`config.mk`:
```
export PLATFORM = sky130hd
export DESIGN_NAME = contiguous_block_allocator
export DESIGN_NICKNAME = d
export VERILOG_FILES = /design/src/hw/rtl/cba_pkg.sv /design/src/hw/rtl/contiguous_block_allocator.sv /design/src/hw/rtl/cba_ram.sv /design/src/hw/rtl/cba_dp.sv /design/src/hw/rtl/cba_ctrl.sv
export SDC_FILE = /design/constraint.sdc
export NUM_CORES = 1
export LEC_CHECK = 0
export ABC_AREA = 1
export BUFFER_PORTS_ARGS = -buffer_cell sky130_fd_sc_hd__buf_2
export CAP_MARGIN = 20
export CORE_MARGIN = 3
export CORE_UTILIZATION = 56
export CTS_CLUSTER_DIAMETER = 200
export CTS_CLUSTER_SIZE = 30
export DETAILED_ROUTE_END_ITERATION = 6
export GPL_ROUTABILITY_DRIVEN = 0
export PLACE_DENSITY = 0.76
export SYNTH_ARGS = -nofsm -noshare
export SYNTH_HDL_FRONTEND = slang
export SYNTH_SLANG_ARGS = --single-unit
```
`constraint.sdc`:
```
create_clock -name clk -period 2.6 [get_ports clk]
set_clock_uncertainty 0.15 [all_clocks]
set_input_delay 0.39 -clock clk [delete_from_list [all_inputs] [get_ports clk]]
set_output_delay 0.39 -clock clk [all_outputs]
set_load 0.005 [all_outputs]
```
`src/hw/rtl/cba_pkg.sv`:
```
// ----------------------------------------------------------------------------
// cba_pkg
// Shared types and constants of the contiguous block allocator: field
// widths, result kinds and the command/status words between the
// controller and the datapath.
// ----------------------------------------------------------------------------
package cba_pkg;

  localparam int SIZE_W           = 9;
  localparam int START_W          = 6;
  localparam int FREE_W           = 9;
  localparam int FREE_MAX         = 511;
  localparam int BLOCK_COUNT_DEF  = 64;
  localparam int KB_PER_BLOCK_DEF = 4;

  typedef enum logic [1:0] {
    RES_FAIL,
    RES_ALLOC,
    RES_CLEAR
  } res_kind_t;

  typedef struct packed {
    logic      ptr_clr;
    logic      sweep_en;
    logic      load;
    logic      div1;
    logic      div2;
    logic      scan_start;
    logic      scan_en;
    logic      mark_en;
    logic      res_load;
    res_kind_t res_kind;
  } cmd_t;

  typedef struct packed {
    logic sweep_last;
    logic need_bad;
    logic hit;
    logic miss_end;
    logic mark_last;
  } status_t;

endpackage

```
`src/hw/rtl/contiguous_block_allocator.sv`:
```
// ----------------------------------------------------------------------------
// contiguous_block_allocator
// First-fit contiguous block allocator over a free map of BLOCK_COUNT blocks
// of KB_PER_BLOCK KB each; block zero is reserved.
//
// Input channel (in_valid/in_ready): one word carries action and size_kb.
// Allocate (action 0) turns size_kb into a block count, marks the lowest
// free run of that length and returns its start; clear (action 1) restores
// the reset map. Output channel (out_valid/out_ready): one word per input
// with ok, start_block and the free space left in KB.
// Allocate computes the block count, checks it, then scans the map, one
// map read per cycle, and marks the found run block by block; a request
// with zero blocks or too many fails before the scan. Clear sweeps the
// map, one map write per cycle. One word is in work at a time; the map
// RAM has a single port pair.
// Reset: the block runs a clearing pass over the map with in_ready low. A
// stalled receiver holds the result word; the next input word is still
// taken, and its result waits until the slot frees.
// ----------------------------------------------------------------------------
module contiguous_block_allocator
  import cba_pkg::*;
#(
  parameter int BLOCK_COUNT  = BLOCK_COUNT_DEF,
  parameter int KB_PER_BLOCK = KB_PER_BLOCK_DEF
) (
  input  logic               clk,
  input  logic               rst,
  input  logic               in_valid,
  output logic               in_ready,
  input  logic               action,
  input  logic [SIZE_W-1:0]  size_kb,
  output logic               out_valid,
  input  logic               out_ready,
  output logic               ok,
  output logic [START_W-1:0] start_block,
  output logic [FREE_W-1:0]  free_kb
);

  cmd_t    cmd;
  status_t status;

  cba_ctrl u_ctrl (
    .clk      (clk),
    .rst      (rst),
    .in_valid (in_valid),
    .in_ready (in_ready),
    .action   (action),
    .out_valid(out_valid),
    .out_ready(out_ready),
    .cmd      (cmd),
    .status   (status)
  );

  cba_dp #(
    .BLOCK_COUNT (BLOCK_COUNT),
    .KB_PER_BLOCK(KB_PER_BLOCK)
  ) u_dp (
    .clk        (clk),
    .cmd        (cmd),
    .status     (status),
    .size_kb    (size_kb),
    .ok         (ok),
    .start_block(start_block),
    .free_kb    (free_kb)
  );

endmodule

```
`src/hw/rtl/cba_ram.sv`:
```
// ----------------------------------------------------------------------------
// cba_ram
// Generic single write port, single read port RAM with registered read.
// ----------------------------------------------------------------------------
module cba_ram #(
  parameter int WIDTH = 1,
  parameter int DEPTH = 64
) (
  input  logic                     clk,
  input  logic                     we,
  input  logic [$clog2(DEPTH)-1:0] waddr,
  input  logic [WIDTH-1:0]         wdata,
  input  logic [$clog2(DEPTH)-1:0] raddr,
  output logic [WIDTH-1:0]         rdata
);

  logic [WIDTH-1:0] mem [DEPTH];

  always_ff @(posedge clk) begin
    if (we) begin
      mem[waddr] <= wdata;
    end
    rdata <= mem[raddr];
  end

endmodule

```
`src/hw/rtl/cba_dp.sv`:
```
// ----------------------------------------------------------------------------
// cba_dp
// Allocator datapath: free map RAM, block count by reciprocal
// multiplication, first-fit run tracker, marking pointer, free counter and
// result register.
// ----------------------------------------------------------------------------
module cba_dp
  import cba_pkg::*;
#(
  parameter int BLOCK_COUNT  = BLOCK_COUNT_DEF,
  parameter int KB_PER_BLOCK = KB_PER_BLOCK_DEF
) (
  input  logic               clk,
  input  cmd_t               cmd,
  output status_t            status,
  input  logic [SIZE_W-1:0]  size_kb,
  output logic               ok,
  output logic [START_W-1:0] start_block,
  output logic [FREE_W-1:0]  free_kb
);

  localparam int AW    = $clog2(BLOCK_COUNT);
  localparam int RW    = $clog2(BLOCK_COUNT + 1);
  localparam int KBW   = RW + 7;
  localparam int RECIP = (1 << 16) / KB_PER_BLOCK;
  localparam logic [16:0]   RECIP_V = 17'(RECIP);
  localparam logic [15:0]   KB_V    = 16'(KB_PER_BLOCK);
  localparam logic [AW-1:0] LAST    = AW'(BLOCK_COUNT - 1);

  logic [SIZE_W-1:0]    size_q;
  logic [SIZE_W-1:0]    q0;
  logic [SIZE_W-1:0]    need;
  logic [SIZE_W+16:0]   prod;
  logic [15:0]          rem;

  logic [AW-1:0]        wr_ptr;
  logic [RW-1:0]        mark_cnt;
  logic [AW-1:0]        rd_addr;
  logic                 issue;
  logic                 d_valid;
  logic [AW-1:0]        d_idx;
  logic [RW-1:0]        run;
  logic [AW-1:0]        run_start;
  logic [AW-1:0]        start_cur;
  logic [AW-1:0]        start_q;
  logic [RW-1:0]        free_count;
  logic [KBW-1:0]       kb_full;
  logic [AW+5:0]        start_ext;

  logic                 ram_we;
  logic [0:0]           ram_wdata;
  logic [0:0]           ram_rdata;

  cba_ram #(
    .WIDTH(1),
    .DEPTH(BLOCK_COUNT)
  ) u_map (
    .clk  (clk),
    .we   (ram_we),
    .waddr(wr_ptr),
    .wdata(ram_wdata),
    .raddr(rd_addr),
    .rdata(ram_rdata)
  );

  assign ram_we    = cmd.sweep_en | cmd.mark_en;
  assign ram_wdata = cmd.sweep_en && (wr_ptr != '0);

  assign prod      = (SIZE_W + 17)'(size_q) * (SIZE_W + 17)'(RECIP_V);
  assign rem       = 16'(size_q) - 16'(q0) * KB_V;
  assign start_cur = (run == '0) ? d_idx : run_start;
  assign kb_full   = KBW'(free_count) * KBW'(KB_PER_BLOCK);
  assign start_ext = (AW + 6)'(start_q);

  assign status.sweep_last = (wr_ptr == LAST);
  assign status.need_bad   = (need == '0) || (int'(need) > BLOCK_COUNT);
  assign status.hit        = d_valid && ram_rdata[0] &&
                             (((RW + 1)'(run) + (RW + 1)'(1)) == (RW + 1)'(need));
  assign status.miss_end   = d_valid && (d_idx == LAST) && !status.hit;
  assign status.mark_last  = (mark_cnt == RW'(1));

  always_ff @(posedge clk) begin
    if (cmd.load) begin
      size_q <= size_kb;
    end
    if (cmd.div1) begin
      q0 <= prod[16 +: SIZE_W];
    end
    if (cmd.div2) begin
      need <= q0 + SIZE_W'(rem >= KB_V);
    end

    if (cmd.ptr_clr) begin
      wr_ptr <= '0;
    end else if (cmd.sweep_en) begin
      wr_ptr <= wr_ptr + AW'(1);
      if (status.sweep_last) begin
        free_count <= RW'(BLOCK_COUNT - 1);
      end
    end else if (cmd.mark_en) begin
      wr_ptr   <= wr_ptr + AW'(1);
      mark_cnt <= mark_cnt - RW'(1);
    end else if (cmd.scan_en && status.hit) begin
      wr_ptr     <= start_cur;
      start_q    <= start_cur;
      mark_cnt   <= RW'(need);
      free_count <= free_count - RW'(need);
    end

    if (cmd.scan_start) begin
      rd_addr <= '0;
      issue   <= 1'b1;
      d_valid <= 1'b0;
      run     <= '0;
    end else if (cmd.scan_en) begin
      d_valid <= issue;
      d_idx   <= rd_addr;
      if (issue) begin
        if (rd_addr == LAST) begin
          issue <= 1'b0;
        end else begin
          rd_addr <= rd_addr + AW'(1);
        end
      end
      if (d_valid) begin
        if (ram_rdata[0]) begin
          if (run == '0) begin
            run_start <= d_idx;
          end
          run <= run + RW'(1);
        end else begin
          run <= '0;
        end
      end
    end

    if (cmd.res_load) begin
      ok          <= (cmd.res_kind != RES_FAIL);
      start_block <= (cmd.res_kind == RES_ALLOC) ? start_ext[START_W-1:0] : '0;
      free_kb     <= (kb_full > KBW'(FREE_MAX)) ? FREE_W'(FREE_MAX) : kb_full[FREE_W-1:0];
    end
  end

endmodule

```
`src/hw/rtl/cba_ctrl.sv`:
```
// ----------------------------------------------------------------------------
// cba_ctrl
// Allocator controller: sequences map sweeps, block count, first-fit scan,
// marking and the result word; owns both handshakes.
// ----------------------------------------------------------------------------
module cba_ctrl
  import cba_pkg::*;
(
  input  logic    clk,
  input  logic    rst,
  input  logic    in_valid,
  output logic    in_ready,
  input  logic    action,
  output logic    out_valid,
  input  logic    out_ready,
  output cmd_t    cmd,
  input  status_t status
);

  typedef enum logic [3:0] {
    S_INIT,
    S_SWEEP,
    S_IDLE,
    S_DIV1,
    S_DIV2,
    S_CHECK,
    S_SCAN,
    S_MARK,
    S_RESULT
  } state_t;

  state_t    state;
  res_kind_t kind;
  logic      clearing;
  logic      accept;
  logic      slot_free;

  assign in_ready  = (state == S_IDLE);
  assign accept    = in_valid && in_ready;
  assign slot_free = !out_valid || out_ready;

  always_comb begin
    cmd          = '0;
    cmd.res_kind = kind;
    unique case (state)
      S_INIT:   cmd.ptr_clr    = 1'b1;
      S_SWEEP:  cmd.sweep_en   = 1'b1;
      S_IDLE: begin
        cmd.load    = accept;
        cmd.ptr_clr = accept && action;
      end
      S_DIV1:   cmd.div1       = 1'b1;
      S_DIV2:   cmd.div2       = 1'b1;
      S_CHECK:  cmd.scan_start = !status.need_bad;
      S_SCAN:   cmd.scan_en    = 1'b1;
      S_MARK:   cmd.mark_en    = 1'b1;
      S_RESULT: cmd.res_load   = slot_free;
      default:  cmd            = '0;
    endcase
  end

  always_ff @(posedge clk) begin
    if (rst) begin
      state     <= S_INIT;
      kind      <= RES_FAIL;
      clearing  <= 1'b0;
      out_valid <= 1'b0;
    end else begin
      if ((state == S_RESULT) && slot_free) begin
        out_valid <= 1'b1;
      end else if (out_ready) begin
        out_valid <= 1'b0;
      end
      unique case (state)
        S_INIT: begin
          clearing <= 1'b0;
          state    <= S_SWEEP;
        end
        S_SWEEP: begin
          if (status.sweep_last) begin
            kind  <= RES_CLEAR;
            state <= clearing ? S_RESULT : S_IDLE;
          end
        end
        S_IDLE: begin
          if (accept) begin
            clearing <= action;
            state    <= action ? S_SWEEP : S_DIV1;
          end
        end
        S_DIV1:  state <= S_DIV2;
        S_DIV2:  state <= S_CHECK;
        S_CHECK: begin
          if (status.need_bad) begin
            kind  <= RES_FAIL;
            state <= S_RESULT;
          end else begin
            state <= S_SCAN;
          end
        end
        S_SCAN: begin
          if (status.hit) begin
            state <= S_MARK;
          end else if (status.miss_end) begin
            kind  <= RES_FAIL;
            state <= S_RESULT;
          end
        end
        S_MARK: begin
          if (status.mark_last) begin
            kind  <= RES_ALLOC;
            state <= S_RESULT;
          end
        end
        S_RESULT: begin
          if (slot_free) begin
            state <= S_IDLE;
          end
        end
        default: state <= S_INIT;
      endcase
    end
  end

endmodule

```
Yosys cells after proc, flatten, opt, wreduce, memory -nomap -nowiden
Memory sizes are Yosys's and may differ from the RTL's. A register that Yosys moved wholly into a read port is not among the register bits.
Cells that the tools add are included.
{"block": "classes", "addsub": 8, "n_eq_ne": 24, "mux": 46, "n_bitwise": 6, "n_lt_le_gt_ge": 3, "reduce_logical": 36}
{"operator": "7-bit two-way mux", "n": 7}
{"operator": "4-bit one-hot mux with 9 select lines", "n": 1}
{"operator": "4-bit two-way mux", "n": 8}
{"operator": "6-bit two-way mux", "n": 4}
{"operator": "6-bit equality test (second input constant)", "n": 3}
{"operator": "4-bit by 3-bit equality test with 1-bit output (second input constant)", "n": 4}
{"operator": "16-bit by 3-bit greater-or-equal comparator with 1-bit output (second input constant)", "n": 1}
{"operator": "2-bit two-way mux", "n": 8}
{"operator": "1-bit two-way mux", "n": 15}
{"operator": "6-bit by 1-bit adder with 6-bit output (second input constant)", "n": 2}
{"operator": "2-bit != test (second input constant)", "n": 6}
{"operator": "4-bit AND reduction", "n": 3}
{"operator": "2-bit nonzero test", "n": 5}
{"operator": "9-bit by 9-bit subtractor with 10-bit output", "n": 1}
{"operator": "9-bit by 7-bit > comparator with 1-bit output (second input constant)", "n": 1}
{"operator": "9-bit > comparator (second input constant)", "n": 1}
{"operator": "1-bit logical AND", "n": 9}
{"operator": "9-bit logical NOT", "n": 1}
{"operator": "9-bit OR reduction", "n": 1}
{"operator": "7-bit by 1-bit adder with 8-bit output", "n": 1}
{"operator": "7-bit by 1-bit adder with 8-bit output (second input constant)", "n": 1}
{"operator": "4-bit by 2-bit equality test with 1-bit output (second input constant)", "n": 2}
{"operator": "8-bit equality test", "n": 1}
{"operator": "2-bit one-hot mux with 4 select lines", "n": 1}
{"operator": "other kinds (23)", "n": 36}
{"block": "totals", "regBits": 102, "output_inout_bits": 18, "inputBits": 14, "mem_bits_rw": 64, "elab_cells": 145, "n_memories": 1}
{"name": "u_dp.u_map.mem", "depth": 64, "word_bits": 1, "read_ports": 1, "rd_clocked_by_memory_dff": 1, "wr": 1, "line_no": "cba_ram.sv:17", "text": "logic [WIDTH-1:0] mem [DEPTH];"}

Longest topological paths before layout
{"block": "depth", "ltp_word": 8, "ltp_mapped": 14, "mapped_depth_nobuf": 14}

By module
A second synthesis with hierarchy kept.
{"block": "hier_totals", "cells_unflattened": 885, "area_unflattened_um2": 8116.5}
{"module": "cba_dp", "instances": 1, "cells_each": 468, "area_each_um2": 4470.5, "seq_area_each_um2": 2462.4}
{"module": "cba_ram", "instances": 1, "cells_each": 314, "area_each_um2": 3045.4, "seq_area_each_um2": 1941.9}
{"module": "cba_ctrl", "instances": 1, "cells_each": 103, "area_each_um2": 600.6, "seq_area_each_um2": 160.2}

Least setup slack after synthesis
No wires, ideal clock.
{"block": "synth_timing", "path_type": "flip-flop to flip-flop", "startpoint": "register u_dp.size_q[2]", "endpoint": "register u_dp.need[6] (data pin)", "slack_ns": 0.022, "period_less_slack_ns": 2.578, "required_time_ns": 2.190, "path_stages_with_launch": 15, "arrival_ns": 2.168, "setup_ns": 0.260, "n_path_buf": 0, "path_cell_list": "edfxtp_1 > inv_1 > ha_1 > inv_1 > fa_1 > nand3_1 > nand2_1 > o32ai_1 > a21oi_1 > o211ai_1 > ha_1 > nand2_1 > nor3_1 > nand3_1 > xor2_1"}
{"block": "synth_between", "elab_chain_cells": 3}
{"element": "start, declared", "line_no": "cba_dp.sv:30", "text": "logic [SIZE_W-1:0] size_q;"}
{"element": "start signal, assigned", "line_no": "cba_dp.sv:84", "text": "size_q <= size_kb;"}
{"element": "9-bit by 9-bit subtractor with 10-bit output", "line_no": "cba_dp.sv:70", "text": "assign rem = 16'(size_q) - 16'(q0) * KB_V;"}
{"element": "16-bit by 3-bit greater-or-equal comparator with 1-bit output", "line_no": "cba_dp.sv:90", "text": "need <= q0 + SIZE_W'(rem >= KB_V);"}
{"element": "7-bit by 1-bit adder with 8-bit output", "line_no": "cba_dp.sv:90"}
{"element": "end signal, assigned", "line_no": "cba_dp.sv:90"}
{"element": "end, declared", "line_no": "cba_dp.sv:32", "text": "logic [SIZE_W-1:0] need;"}
No other way between the ends.
A chain may end at the register's enable or synchronous reset.

Final worst setup path
{"block": "layout_timing", "startpoint": "register u_dp.size_q[2]", "endpoint": "register u_dp.need[2] (data pin)"}
Same word-level chain as after synthesis.

==> metrics.yaml <==
place_ws_ns: -0.228
finalCriticalPeriod_ns: 2.72
final_area_mm2: 0.00916
post-route-period-util_pct: 105
track_usage_pct: 22.3
crit_chain: "inv_1 > ha_2 > inv_2 > fa_2 > nand3_2 > nand2_2 > buf_4 > buf_4 > a21oi_1 > o211ai_1 > ha_2 > buf_4 > a21oi_2 > nor2_1"
drc_errors: 0
wire_per_inst_um: 15.4
max_stage_delay_ns: 0.39
reg2reg_depth: 14
clkLatencyLatePin_ns: 0.42
hold_viol: 0
fillers: 1038
yosysTopAreaCellShare_pct: 49.8
crit_slowest_cell: "edfxtp_1"
cp.arrival_ns: 2.75
hp-start: "out_ready"
max-cap-violations: 0
path_class: "reg -> reg"
cts-htree-levels: 4
rsz0062_at_grt: "true"
cts_made_buffers: 17
clockBufferDepth: 2
status: "finished, violations left"
required_ns: 2.62
post-synth-top-count-cell: "nor2_1"
cts_sinks: 162
synth_ff_type: "edfxtp_1"
finalMaxSlewViolations: 0
rows: 42
synth_area_mm2: 0.00796
min_path_cells: 4
fin_util_pct: 67.6
synth-async-reset-ratio_pct: 0
setup_viol: 7
synth.avg_cell_area_um2: 9.22
cp_max_fo: 2
num_antenna_cells: 0
tightest_slew_ns: 0.811
io_pins: 32
area_delta_synth_final_pct: 15.0
critPathMostFrequentCell: "buf_4"
critPathBufInv: 5
layout_setup_ws_ns: -0.123
critPathLaunchType: "register"
tritoncts: "yes"
yosys_warnings: 0
total_power_mw: 8.36
drive_above_1_share_pct: 14.4
yosysTopAreaCell: "edfxtp_1"
hold_path_class: "in -> reg"
r2r_end: "u_dp.need[2]"
holdPathEnd: "u_ctrl.out_valid"
synthTopCellsByCount: "nor2_1, nand2_1, edfxtp_1"
die_h_um: 125
initial_core_util_pct: 58.7
timing.slew.headroom_pct: 45.8
rrSetupSlack_ns: -0.12
place_area_mm2: 0.00839
path_delay_family: "adder cells"
vias: 6123
antenna_found_initial: 0
max_freq_mhz: 367
final_nets: 962
grt_max_degree: 65
p_leak_nw: 3.81
clk_pin_slew_worst_paths_ns: 0.07
wl_um: 17100
fp.coreArea_mm2: 0.0136
violations: "negative setup slack"
synth_cells: 864
dr.pass1.iters: 5
synth_edf_count: 132
ys_types: 43
initialDrtViolationCount: 645
cp-end-kind: "register"
powerDensity_mw_per_mm2: 913
hold_slack_ns: 0.118
ant_nets: 0
grt_pass1_vias: 5725
synth.area.top_cells: "edfxtp_1, dfxtp_1, nor2_1"
ys_seq_elements: 162
grt_pass1_wl_um: 28000
synth_seq_area_share_pct: 57.3
ir_worst_vdd_mv: 0.538
grt-ovfl-total: 0
root_buffer: "clkbuf_16"
portBuffers: 27
die-area_mm2: 0.0157
via_per_inst: 5.50
die_w_um: 125
r2r_start: "u_dp.size_q[2]"
dp.final_hpwl_um: 11900
## cell usage in the layout, fill, tap and decap left out, types with 4 or more instances in the layout
cell type      instances
edfxtp_1             132
dfxtp_1               30
nand2_1              139
nor3_1                 8
o22ai_1               18
o211ai_1               9
inv_1                123
buf_2                 27
o21ai_0               63
xor2_1                14
inv_2                 12
a21oi_1               29
nand3_1               30
inv_6                  6
nand2_2                8
nor2_1               148
nand3_2                4
o21ai_1                5
nor2_2                 7
nand4_1               12
a21oi_2                5
dlygate4sd3_1          7
ha_1                  18
buf_4                 25
clkbuf_16             17
clkinv_1               4
## worst max path at each step
stage / from / end / slack [ns] / cells past startpoint
3_3_place_gp: u_dp.size_q[2] / u_dp.need[6] / -0.13 / 14
6_report: u_dp.size_q[2] / u_dp.need[2] / -0.12 / 14
2_1_floorplan: u_dp.size_q[2] / u_dp.need[6] / 0.02 / 14
4_1_cts: u_dp.size_q[2] / u_dp.need[6] / -0.11 / 14
5_1_grt: u_dp.size_q[2] / u_dp.need[6] / -0.29 / 14
3_5_place_dp: u_dp.size_q[2] / u_dp.need[6] / -0.23 / 14
## sequential cells by signal (all words and copies together), names as in the netlist, 7 cells and up
signal,flops
u_dp.size_q,7
u_dp.need,8
u_dp.free_count,7
u_dp.mark_cnt,7
u_dp.run,7
u_dp.free_kb,7
u_dp.u_map.mem,64
u_dp.q0,7
## cell type report
type                            count  area (um2)  share of cell area (%)
Clock buffer                       17         425                    4.64
Clock inverter                     15         153                    1.67
Inverter                          137         515                    5.63
Multi-Input combinational cell    546        2870                    31.3
Sequential cell                   162        4560                    49.8
Tap cell                          176         220                    2.40
Timing Repair Buffer               60         413                    4.51
## routing by layer
metal	GRT usage (%)	share of wire [%]	up-vias
met2	36.2	47	202
met3	4.69	6.6	21
met4	5.42	1.1	0
met5	0	0	-
li1	-	-	3012
met1	31.0	45	2888
## cell families after synthesis
logic type	Yosys count	share of synthesized area, %
and+or+nand+nor	364	19.3
DFF	162	57.3
buffers and inverters	157	7.62
AOI/OAI and AO/OA	137	9.62
adders and majority gates	24	3.96
xor gates and xnor gates	17	1.87
muxes	2	0.283
other	1	0.0471
## report_power, final
group          internal [mW]  leakage [nW]  total, mW  switching (mW)
Combinational          0.793          2.09       2.46            1.67
Sequential              3.24          1.44       3.46           0.222
Clock                   1.42         0.278       2.44            1.02
Total                   5.45          3.81       8.36            2.91
## metrics by stage
stage	cells	TNS, ns
finish	1113	-0.441
global placement	1068	-0.130
global route	1113	-1.58
detailed placement	1068	-0.623
floorplan	865	0
CTS	1110	-0.371
## worst min-delay path: cells and delay by family
family                 cells  cell delay, ns
AOI/OAI and AO/OA          1            0.06
and+or+nand+nor            1            0.04
buffers and inverters      2            0.14
## timing repair
item,in CTS,in global routing
setup buffers,3,3
pin swaps,7,6
resized for setup,10,9
hold buffers,7,0
endpoints found under the setup margin,6,8
hold endpoints to repair,7,0
Note: power is estimated with default switching activity, not from simulation.
